`src/hdl/assert_macros.svh`:
```
// Assertion macros for the RTL checks in last_note_priority_stack.
`ifndef ASSERT_MACROS_SVH
`define ASSERT_MACROS_SVH

// Property that must hold at every clock edge outside reset.
`define LNPS_ASSERT(lbl, prop, msg) \
   lbl: assert property (@(posedge clock) disable iff (reset) (prop)) else $error(msg);

// Condition in one cycle implies a condition in the next cycle.
`define LNPS_ASSERT_NEXT(lbl, cond, nxt, msg) \
   lbl: assert property (@(posedge clock) disable iff (reset) (cond) |=> (nxt)) \
      else $error(msg);

`endif

```
`src/hdl/lnps_pkg.sv`:
```
// Package: types and constants for the last-note priority stack.
package lnps_pkg;

   localparam int MAX_NOTES = 128;
   localparam int NOTE_W    = 7;
   localparam int LEN_W     = 8;
   localparam int ADDR_W    = 7;

   localparam logic [1:0] REQ_NOTE_ON  = 2'd0;
   localparam logic [1:0] REQ_NOTE_OFF = 2'd1;

   typedef struct packed {
      logic [1:0]        req_type;
      logic [NOTE_W-1:0] note_number;
   } req_word_type;

   typedef struct packed {
      logic [LEN_W-1:0]  held_count;
      logic              any_held;
      logic [NOTE_W-1:0] newest_note;
   } rsp_word_type;

   // command from the control side to the list walker
   typedef struct packed {
      logic              go;
      logic [1:0]        kind;
      logic [NOTE_W-1:0] note;
      logic [LEN_W-1:0]  len;
   } walk_cmd_type;

   // completion status from the list walker
   typedef struct packed {
      logic              done;
      logic              found;
      logic [NOTE_W-1:0] last_kept;
   } walk_sts_type;

endpackage

```
`src/hdl/lnps_ram.sv`:
```
// Generic single write port, single registered read port RAM.
module lnps_ram #(
   parameter int WIDTH = 8,
   parameter int DEPTH = 16
) (
   input  logic                     clock,
   input  logic                     wr_en,
   input  logic [$clog2(DEPTH)-1:0] wr_addr,
   input  logic [WIDTH-1:0]         wr_data,
   input  logic                     rd_en,
   input  logic [$clog2(DEPTH)-1:0] rd_addr,
   output logic [WIDTH-1:0]         rd_data
);

   logic [WIDTH-1:0] mem_ff [DEPTH];
   logic [WIDTH-1:0] rd_data_ff;

   always_ff @(posedge clock) begin
      if (wr_en) begin
         mem_ff[wr_addr] <= wr_data;
      end
      if (rd_en) begin
         rd_data_ff <= mem_ff[rd_addr];
      end
   end

   assign rd_data = rd_data_ff;

endmodule

```
`src/hdl/lnps_walker.sv`:
```
// List walker: scans the note list, closes the gap left by a match and appends on note-on.
module lnps_walker
   import lnps_pkg::*;
(
   input  logic         clock,
   input  logic         reset,
   input  walk_cmd_type cmd,
   output walk_sts_type sts
);

   localparam logic [1:0] ST_IDLE   = 2'd0;
   localparam logic [1:0] ST_SCAN   = 2'd1;
   localparam logic [1:0] ST_FINISH = 2'd2;

   logic [1:0]        state_ff, state_in;
   logic [LEN_W-1:0]  cnt_ff, cnt_in;
   logic              pend_ff, pend_in;
   logic [ADDR_W-1:0] idx_ff, idx_in;
   logic              found_ff, found_in;
   logic [NOTE_W-1:0] last_kept_ff, last_kept_in;
   logic [1:0]        kind_ff, kind_in;
   logic [NOTE_W-1:0] note_ff, note_in;
   logic [LEN_W-1:0]  len_ff, len_in;

   logic              rd_en;
   logic [NOTE_W-1:0] rd_data;
   logic              wr_en;
   logic [ADDR_W-1:0] wr_addr;
   logic [NOTE_W-1:0] wr_data;
   logic              hit;
   logic              more;

   lnps_ram #(
      .WIDTH (NOTE_W),
      .DEPTH (MAX_NOTES)
   ) u_list (
      .clock   (clock),
      .wr_en   (wr_en),
      .wr_addr (wr_addr),
      .wr_data (wr_data),
      .rd_en   (rd_en),
      .rd_addr (cnt_ff[ADDR_W-1:0]),
      .rd_data (rd_data)
   );

   // compare units: note match and end-of-list test
   assign hit  = (rd_data == note_ff);
   assign more = (cnt_ff < len_ff);

   always_comb begin
      state_in     = state_ff;
      cnt_in       = cnt_ff;
      pend_in      = 1'b0;
      idx_in       = idx_ff;
      found_in     = found_ff;
      last_kept_in = last_kept_ff;
      kind_in      = kind_ff;
      note_in      = note_ff;
      len_in       = len_ff;
      rd_en        = 1'b0;
      wr_en        = 1'b0;
      wr_addr      = idx_ff - ADDR_W'(1);
      wr_data      = rd_data;
      case (state_ff)
         ST_IDLE: begin
            if (cmd.go) begin
               state_in     = ST_SCAN;
               cnt_in       = '0;
               found_in     = 1'b0;
               last_kept_in = '0;
               kind_in      = cmd.kind;
               note_in      = cmd.note;
               len_in       = cmd.len;
            end
         end
         ST_SCAN: begin
            if (more) begin
               rd_en   = 1'b1;
               pend_in = 1'b1;
               idx_in  = cnt_ff[ADDR_W-1:0];
               cnt_in  = cnt_ff + LEN_W'(1);
            end
            if (pend_ff) begin
               if (hit) begin
                  found_in = 1'b1;
               end else begin
                  last_kept_in = rd_data;
                  // entries past the match slide down one slot
                  wr_en = found_ff;
               end
            end
            if (!more && !pend_ff) begin
               state_in = ST_FINISH;
            end
         end
         ST_FINISH: begin
            state_in = ST_IDLE;
            wr_data  = note_ff;
            if (found_ff) begin
               wr_addr = ADDR_W'(len_ff - LEN_W'(1));
            end else begin
               wr_addr = len_ff[ADDR_W-1:0];
            end
            wr_en = (kind_ff == REQ_NOTE_ON) && (found_ff || (len_ff < LEN_W'(MAX_NOTES)));
         end
         default: begin
            state_in = ST_IDLE;
         end
      endcase
   end

   always_ff @(posedge clock) begin
      if (reset) begin
         state_ff <= ST_IDLE;
         pend_ff  <= 1'b0;
      end else begin
         state_ff <= state_in;
         pend_ff  <= pend_in;
      end
      cnt_ff       <= cnt_in;
      idx_ff       <= idx_in;
      found_ff     <= found_in;
      last_kept_ff <= last_kept_in;
      kind_ff      <= kind_in;
      note_ff      <= note_in;
      len_ff       <= len_in;
   end

   assign sts.done      = (state_ff == ST_FINISH);
   assign sts.found     = found_ff;
   assign sts.last_kept = last_kept_ff;

endmodule

```
`src/hdl/last_note_priority_stack.sv`:
```
// Last-note priority stack: held-note list with newest-note report.
// Response: a note-on/off word strobes rsp_valid when the walker's scan of the held
//   list ends; other kinds answer in the cycle after they are taken.
// Throughput: busy covers the whole walk, so the next word is taken no earlier than
//   the note word's response; the receiver cannot stall.
// Reset: synchronous; the list is empty after reset, RAM contents are not cleared.
`include "assert_macros.svh"

module last_note_priority_stack
   import lnps_pkg::*;
(
   input  logic         clock,
   input  logic         reset,
   input  logic         start,
   output logic         busy,
   input  req_word_type req_data,
   output logic         rsp_valid,
   output rsp_word_type rsp_data
);

   logic             busy_ff, busy_in;
   logic [LEN_W-1:0] len_ff, len_in;
   logic [NOTE_W-1:0] newest_ff, newest_in;
   logic             rsp_valid_ff, rsp_valid_in;
   rsp_word_type     rsp_ff, rsp_in;

   walk_cmd_type cmd;
   walk_sts_type sts;
   logic         accept;
   logic         is_note;
   logic [1:0]   kind_ff;
   logic [NOTE_W-1:0] note_ff;

   assign accept  = start && !busy_ff;
   assign is_note = (req_data.req_type == REQ_NOTE_ON) ||
                    (req_data.req_type == REQ_NOTE_OFF);

   // launch the walker for note-on/off; other kinds answer straight away
   assign cmd.go   = accept && is_note;
   assign cmd.kind = req_data.req_type;
   assign cmd.note = req_data.note_number;
   assign cmd.len  = len_ff;

   lnps_walker u_walker (
      .clock (clock),
      .reset (reset),
      .cmd   (cmd),
      .sts   (sts)
   );

   always_comb begin
      busy_in      = busy_ff;
      len_in       = len_ff;
      newest_in    = newest_ff;
      rsp_valid_in = 1'b0;
      if (cmd.go) begin
         busy_in = 1'b1;
      end
      if (sts.done) begin
         busy_in = 1'b0;
         if (kind_ff == REQ_NOTE_ON) begin
            if (sts.found) begin
               newest_in = note_ff;
            end else if (len_ff < LEN_W'(MAX_NOTES)) begin
               len_in    = len_ff + LEN_W'(1);
               newest_in = note_ff;
            end
         end else if (sts.found) begin
            // note-off: newest surviving entry seen during the scan
            len_in    = len_ff - LEN_W'(1);
            newest_in = sts.last_kept;
         end
      end
      rsp_valid_in = sts.done || (accept && !is_note);
      rsp_in.held_count  = len_in;
      rsp_in.any_held    = (len_in != '0);
      rsp_in.newest_note = (len_in != '0) ? newest_in : '0;
   end

   always_ff @(posedge clock) begin
      if (reset) begin
         busy_ff      <= 1'b0;
         len_ff       <= '0;
         newest_ff    <= '0;
         rsp_valid_ff <= 1'b0;
      end else begin
         busy_ff      <= busy_in;
         len_ff       <= len_in;
         newest_ff    <= newest_in;
         rsp_valid_ff <= rsp_valid_in;
      end
      rsp_ff <= rsp_in;
      if (cmd.go) begin
         kind_ff <= req_data.req_type;
         note_ff <= req_data.note_number;
      end
   end

   assign busy      = busy_ff;
   assign rsp_valid = rsp_valid_ff;
   assign rsp_data  = rsp_ff;

   `LNPS_ASSERT(a_len_bound, len_ff <= LEN_W'(MAX_NOTES), "held count above capacity")
   `LNPS_ASSERT_NEXT(a_go_busy, cmd.go, busy_ff, "walk launched without busy")
   `LNPS_ASSERT_NEXT(a_done_resp, sts.done, rsp_valid_ff && !busy_ff, "walk end without response")
   `LNPS_ASSERT(a_done_in_busy, !sts.done || busy_ff, "walker finished while idle")

endmodule

```
`config.mk`:
```
export PLATFORM = sky130hd
export DESIGN_NAME = last_note_priority_stack
export DESIGN_NICKNAME = d
export VERILOG_FILES = /design/src/hdl/lnps_pkg.sv /design/src/hdl/lnps_ram.sv /design/src/hdl/lnps_walker.sv /design/src/hdl/last_note_priority_stack.sv
export VERILOG_INCLUDE_DIRS = /design/src /design/src/hdl
export SDC_FILE = /design/constraint.sdc
export NUM_CORES = 1
export LEC_CHECK = 0
export BUFFER_PORTS_ARGS = -buffer_cell sky130_fd_sc_hd__buf_2
export CAP_MARGIN = 0
export CORE_UTILIZATION = 45
export DETAILED_ROUTE_END_ITERATION = 10
export HOLD_SLACK_MARGIN = 0.05
export MAX_ROUTING_LAYER = met4
export PLACE_DENSITY_LB_ADDON = 0.12
export SLEW_MARGIN = 20
export SYNTH_ARGS = -nofsm -noshare
export SYNTH_HDL_FRONTEND = slang
export SYNTH_SLANG_ARGS = --single-unit
```
`constraint.sdc`:
```
create_clock -name clock -period 8.1 [get_ports clock]
set_clock_uncertainty 0.1 [all_clocks]
set_input_delay 0.81 -clock clock [delete_from_list [all_inputs] [get_ports clock]]
set_output_delay 0.81 -clock clock [all_outputs]
set_load 0.01 [all_outputs]
```
# Yosys cells after proc, flatten, opt, wreduce, memory -nomap -nowiden
# Memory sizes are Yosys's and may differ from the RTL's. A register that Yosys moved wholly into a read port is not among the register bits.
# Cells that the tools add are included.
# classes
eq_ne,10
magnitude_cmp,3
n_reduce_logical,25
addsub,5
muxes,34
# ops
op,n
7-bit 2-to-1 mux,11
8-bit 2-to-1 mux,7
"8-bit by 1-bit adder with 8-bit output, second input constant",2
"8-bit < comparator, second input constant",2
8-bit case mux with 2 select lines,1
7-bit case mux with 2 select lines,1
"7-bit by 1-bit subtractor with 7-bit output, second input constant",2
1-bit 2-to-1 mux,9
2-bit logical NOT,4
8-bit < comparator,1
"2-bit by 1-bit != test with 1-bit output, second input constant",4
4-bit AND reduction,2
8-bit nonzero test,1
"8-bit by 1-bit subtractor with 8-bit output, second input constant",1
7-bit equality test,1
2-bit AND reduction,3
1-bit logical AND,5
"2-bit by 1-bit equality test with 1-bit output, second input constant",2
1-bit logical NOT,4
2-bit 2-to-1 mux,2
"2-bit != test, second input constant",2
1-bit case mux with 2 select lines,2
2-bit case mux with 2 select lines,1
1-bit logical OR,3
other kinds (4),4
# word_totals
wordCells,96
n_memories,1
register_bits,85
output_inout_bits,18
ram_bits,896
input_bits,12
# memory_table
memory,depth,width,read_ports,rd_clocked_by_memory_dff,wr,line,text
u_walker.u_list.mem_ff,128,7,1,1,1,lnps_ram.sv:15,logic [WIDTH-1:0] mem_ff [DEPTH];

# Logic depth before layout (Yosys ltp)
# logic_depth
depth_word,6
depth_mapped,11
mapped_depth_nobuf,8

# By module
# From an unflattened synthesis, not the netlist that was laid out.
# unflattened
hier_cells,1795
area_unflattened_um2,38867.3
# modules_own_cells
mod,cells_per_inst,seq_area_each_um2,instances,area_per_inst_um2
lnps_ram,1453,27116.0,1,34877.2
lnps_walker,193,1261.2,1,2294.7
last_note_priority_stack,149,930.9,1,1695.4

# Worst setup path before layout
# Ideal clock, no wire load.
# synth_path
kind,register -> register
start,register u_walker.state_ff[0]
end,memory u_walker.u_list.mem_ff[101][0] (netlist name) (enable)
synth_period_minus_slack_ns,2.700
arrival_ns,2.240
setup_ns,0.360
stages_incl_launch_ff,8
n_path_buf,2
required_time_ns,7.640
path_slack_ns,5.400
path_cell_list,dfxtp_1 > inv_1 > ha_1 > buf_2 > buf_1 > mux2i_1 > nand3_1 > nor2_1
# synth_via
elab_chain_cells,4
# synth_rtl
item,line,text
start: declaration,lnps_walker.sv:15,"logic [1:0] state_ff, state_in;"
start signal: assignment,lnps_walker.sv:117,state_ff <= state_in;
2-bit equality test or 2-bit by 1-bit equality test with 1-bit output (tied branches),lnps_walker.sv:64,case (state_ff)
1-bit case mux with 2 select lines,lnps_walker.sv:64,
1-bit 2-to-1 mux,lnps_ram.sv:19,if (wr_en) begin
1-bit 2-to-1 mux (not written as such),lnps_ram.sv:20,mem_ff[wr_addr] <= wr_data;
end: declaration,lnps_ram.sv:15,
# Parallel ways exist; a longest one is shown, timed or not.

# Worst setup path in the final report
# layout_path
start,register u_walker.state_ff[1]
end,memory u_walker.u_list.mem_ff[86][6] (netlist name) (enable)
# Same word-level chain as after synthesis.

==> results by group <==
Routing
  • Max layer used: met4
  • Met3 wire length: 6.53 mm
  • ANT nets after route: 0
  • WL met1: 43.3 mm
  • Vias after detailed routing: 19914
  • Final wirelength: 97.7 mm
  • Pre-Repair DR Iteration Count: 5
  • Met2 wire len: 46.1 mm
  • DR WL/cell: 29.2 um
  • Via density: 5.95
  • Iteration-0 DRC Markers: 2214
  • Drt drc: 0

Run status
  • Status: finished, final reports clean

CTS
  • CTS tree: built
  • # Post-CTS Setup Buffers: 0
  • Max H-tree Level: 3
  • Post_cts resized: 0
  • Cts bufs inserted: 101
  • Clk Latency, worst-skew pair: 0.66 ns
  • Clock Sinks: 988
  • Clock root cell: clkbuf_16
  • Worst-case clock buffer depth: 3
  • Worst-path clk slew: 0.06 ns
  • Post-CTS Hold Buffers: 0

Logic synthesis
  • Post-synthesis register bit count: 988
  • Number of enable flip-flop cells after synthesis: 952
  • Synth Flop Type: edfxtp_1
  • Mapped cell area: 0.0391 mm2
  • Yosys warning total: 0
  • Mapped Nets: 2084
  • Number of cells produced by synthesis: 2057
  • Avg Cell Area, Syn: 19.0 um2
  • Async SR Flop Fraction: 0%
  • Synth cell types: 68
  • Post-synthesis sequential area ratio: 75.0%

Pwr
  • PD cells: 340 mW/mm2
  • Leak: 14.0 nW
  • Total power: 15.0 mW
  • Peak supply drop: 213 uV

Timing
  • Max Clock Freq: 239 MHz
  • Worst slew margin: 27.5%
  • Unrepaired setup endpoints after global routing: false
  • Tmin final: 4.18 ns
  • Setup-failing EPs final: 0
  • Setup TNS: 0 ns
  • Worst-margin pin slew: 1.08 ns
  • Final period util: 51.6%
  • Final Hold Viols: 0
  • Max Slew Vio Count: 0

Layout
  • Final #Nets: 2142
  • P&R area growth vs syn: 12.5%
  • Antenna fix cells: 0
  • Layout cells sized above 1: 19.9%
  • Most common cell after layout, fill and taps aside: edfxtp_1
  • Commonest non-fill, non-tap cells in the layout: 952 x edfxtp_1, 182 x mux4_2, 160 x nor2_1, 147 x mux2i_1, 104 x clkbuf_16

Place
  • Post-DP HPWL: 57.4 mm
  • Port bufs: 29
  • Routability cong.: 0.834

Global route
  • First-pass GRT wire length: 142 mm
  • Initial antenna violation count: 0
  • Vias in the first global route: 19805
  • Total GRT Usage: 23.3%
  • Largest net degree at the start of global routing: 115
  • Grt total ovfl: 0

Floorplan
  • Core ar.: 0.0855 mm2
  • Die Wd: 297 um
  • Die ar.: 0.0880 mm2
  • Io pins: 30
  • Die H: 297 um
  • FP Rows: 107
  • Starting Density: 45.7%

Setup path
  • Worst Path Class, Setup: flop to flop
  • Crit path DAT: 4.36 ns
  • Worst path slowest cell: nor2_1
  • Kind of end point of the critical path: flop
  • Worst Path Required: 8.28 ns
  • Startpoint types: flop
  • Cell Chain, Critical Path: inv_1, ha_1, o2111ai_1, a211oi_1, nand2_2, nor2_1
  • Crit path max fanout: 25
  • Critical Path Max Stage Delay: 0.84 ns

Hold path
  • Hold Path Class: primary input to flop

Job
  • Max-cap violation count: 0
per-layer routing:
metal  track usage, %  vias to the layer above
li1                 -                     8433
met1             33.6                    10589
met2             35.5                      757
met3             3.50                      135
met4             5.02                        0
met5                -                        -
worst paths after layout:
| path | slack (ns) | endpoint | startpoint | cells past startpoint |
|---|---|---|---|---|
| min reg2reg | 0.40 | busy | busy | 2 |
| max | 3.92 | u_walker.u_list.mem_ff[86][6] | u_walker.state_ff[1] | 6 |
| max reg2reg | 3.92 | u_walker.u_list.mem_ff[86][6] | u_walker.state_ff[1] | 6 |
| min | 0.24 | u_walker.note_ff[3] | req_data[3] | 1 |
stage by stage:
stage	hold WS (ns)	worst slack, ns	area, um2	util [%]	cells
2_1_floorplan	0.349	5.40	39100	-	2057
3_3_place_gp	0.385	3.59	40400	47.2	3155
3_5_place_dp	0.394	3.99	40400	47.3	3156
4_1_cts	0.215	3.96	44000	51.4	3345
5_1_grt	0.226	3.70	44000	51.4	3345
6_report	0.240	3.92	44000	51.4	3345
synthesized netlist by cell type, types with 3 or more instances:
cell type / count / share of area, %
nor2b_1: 17 / 0.27
o211ai_1: 5 / 0.096
a32oi_1: 10 / 0.22
o2bb2ai_1: 3 / 0.067
buf_4: 14 / 0.27
and3_1: 3 / 0.048
buf_2: 30 / 0.38
a222oi_1: 7 / 0.18
and2_1: 15 / 0.24
ha_1: 15 / 0.48
nand2_1: 93 / 0.89
nand2b_1: 4 / 0.064
o21ai_1: 6 / 0.077
a21o_1: 3 / 0.058
buf_6: 9 / 0.26
o22ai_1: 14 / 0.22
clkbuf_1: 43 / 0.41
or3_1: 3 / 0.048
inv_1: 22 / 0.21
o21ai_0: 24 / 0.31
dfxtp_1: 36 / 1.8
nor4b_1: 3 / 0.067
nor3_1: 5 / 0.064
nor4_1: 5 / 0.080
a21oi_1: 52 / 0.67
nand3_1: 32 / 0.41
mux2_2: 12 / 0.35
nor2_1: 162 / 1.6
buf_1: 8 / 0.077
mux4_2: 182 / 10
xor2_1: 4 / 0.090
xnor2_1: 24 / 0.54
a211oi_1: 9 / 0.17
a221oi_1: 6 / 0.13
edfxtp_1: 952 / 73
a22oi_1: 21 / 0.40
mux2i_1: 148 / 3.8
a31oi_1: 12 / 0.19
logic make-up (layout without fill, tap and decap cells):
group / count (synthesis) / count (layout) / share of synthesized area, %
buf+inv: 127 / 271 / 1.62
xor+xnor: 28 / 28 / 0.628
flops: 988 / 988 / 75.0
mux: 343 / 343 / 14.7
compound gates: 197 / 197 / 3.40
fa+ha+maj: 15 / 15 / 0.480
simple gates: 359 / 359 / 4.20
critical path, delay by kind of cell, from the launching register on:
kind	cells	cell delay, ns
compound gates	2	0.94
fa+ha+maj	1	0.67
buf+inv	1	0.08
simple gates	2	1.66
flops	1	0.33
report_power, final:
part           total [mW]  internal [mW]  switching [mW]
registers            6.30           6.19           0.109
clock network        4.92           2.95            1.97
logic                3.74           1.28            2.46
total                15.0           10.4            4.54
sequential cells by signal (all words and copies together) (netlist names):
| name | cells |
|---|---|
| u_walker.u_list.mem_ff | 896 |
| rsp_data | 16 |
| len_ff | 8 |
| u_walker.cnt_ff | 8 |
| u_walker.len_ff | 8 |
| newest_ff | 7 |
| note_ff | 7 |
| u_walker.idx_ff | 7 |
| u_walker.last_kept_ff | 7 |
| u_walker.note_ff | 7 |
| u_walker.u_list.rd_data | 7 |
| kind_ff | 2 |
| u_walker.kind_ff | 2 |
| u_walker.state_ff | 2 |
| busy | 1 |
| rsp_valid | 1 |
| u_walker.found_ff | 1 |
| u_walker.pend_ff | 1 |
final cells by class:
cell class | count | area [um2]
Fill cell | 6834 | 41600
Tap cell | 1144 | 1430
Timing Repair Buffer | 59 | 412
Clock buffer | 118 | 2700
Inverter | 23 | 87.6
Sequential cell | 988 | 29300
Multi-Input combinational cell | 942 | 9200
Clock inverter | 71 | 825
(Power assumes the default switching activity.)
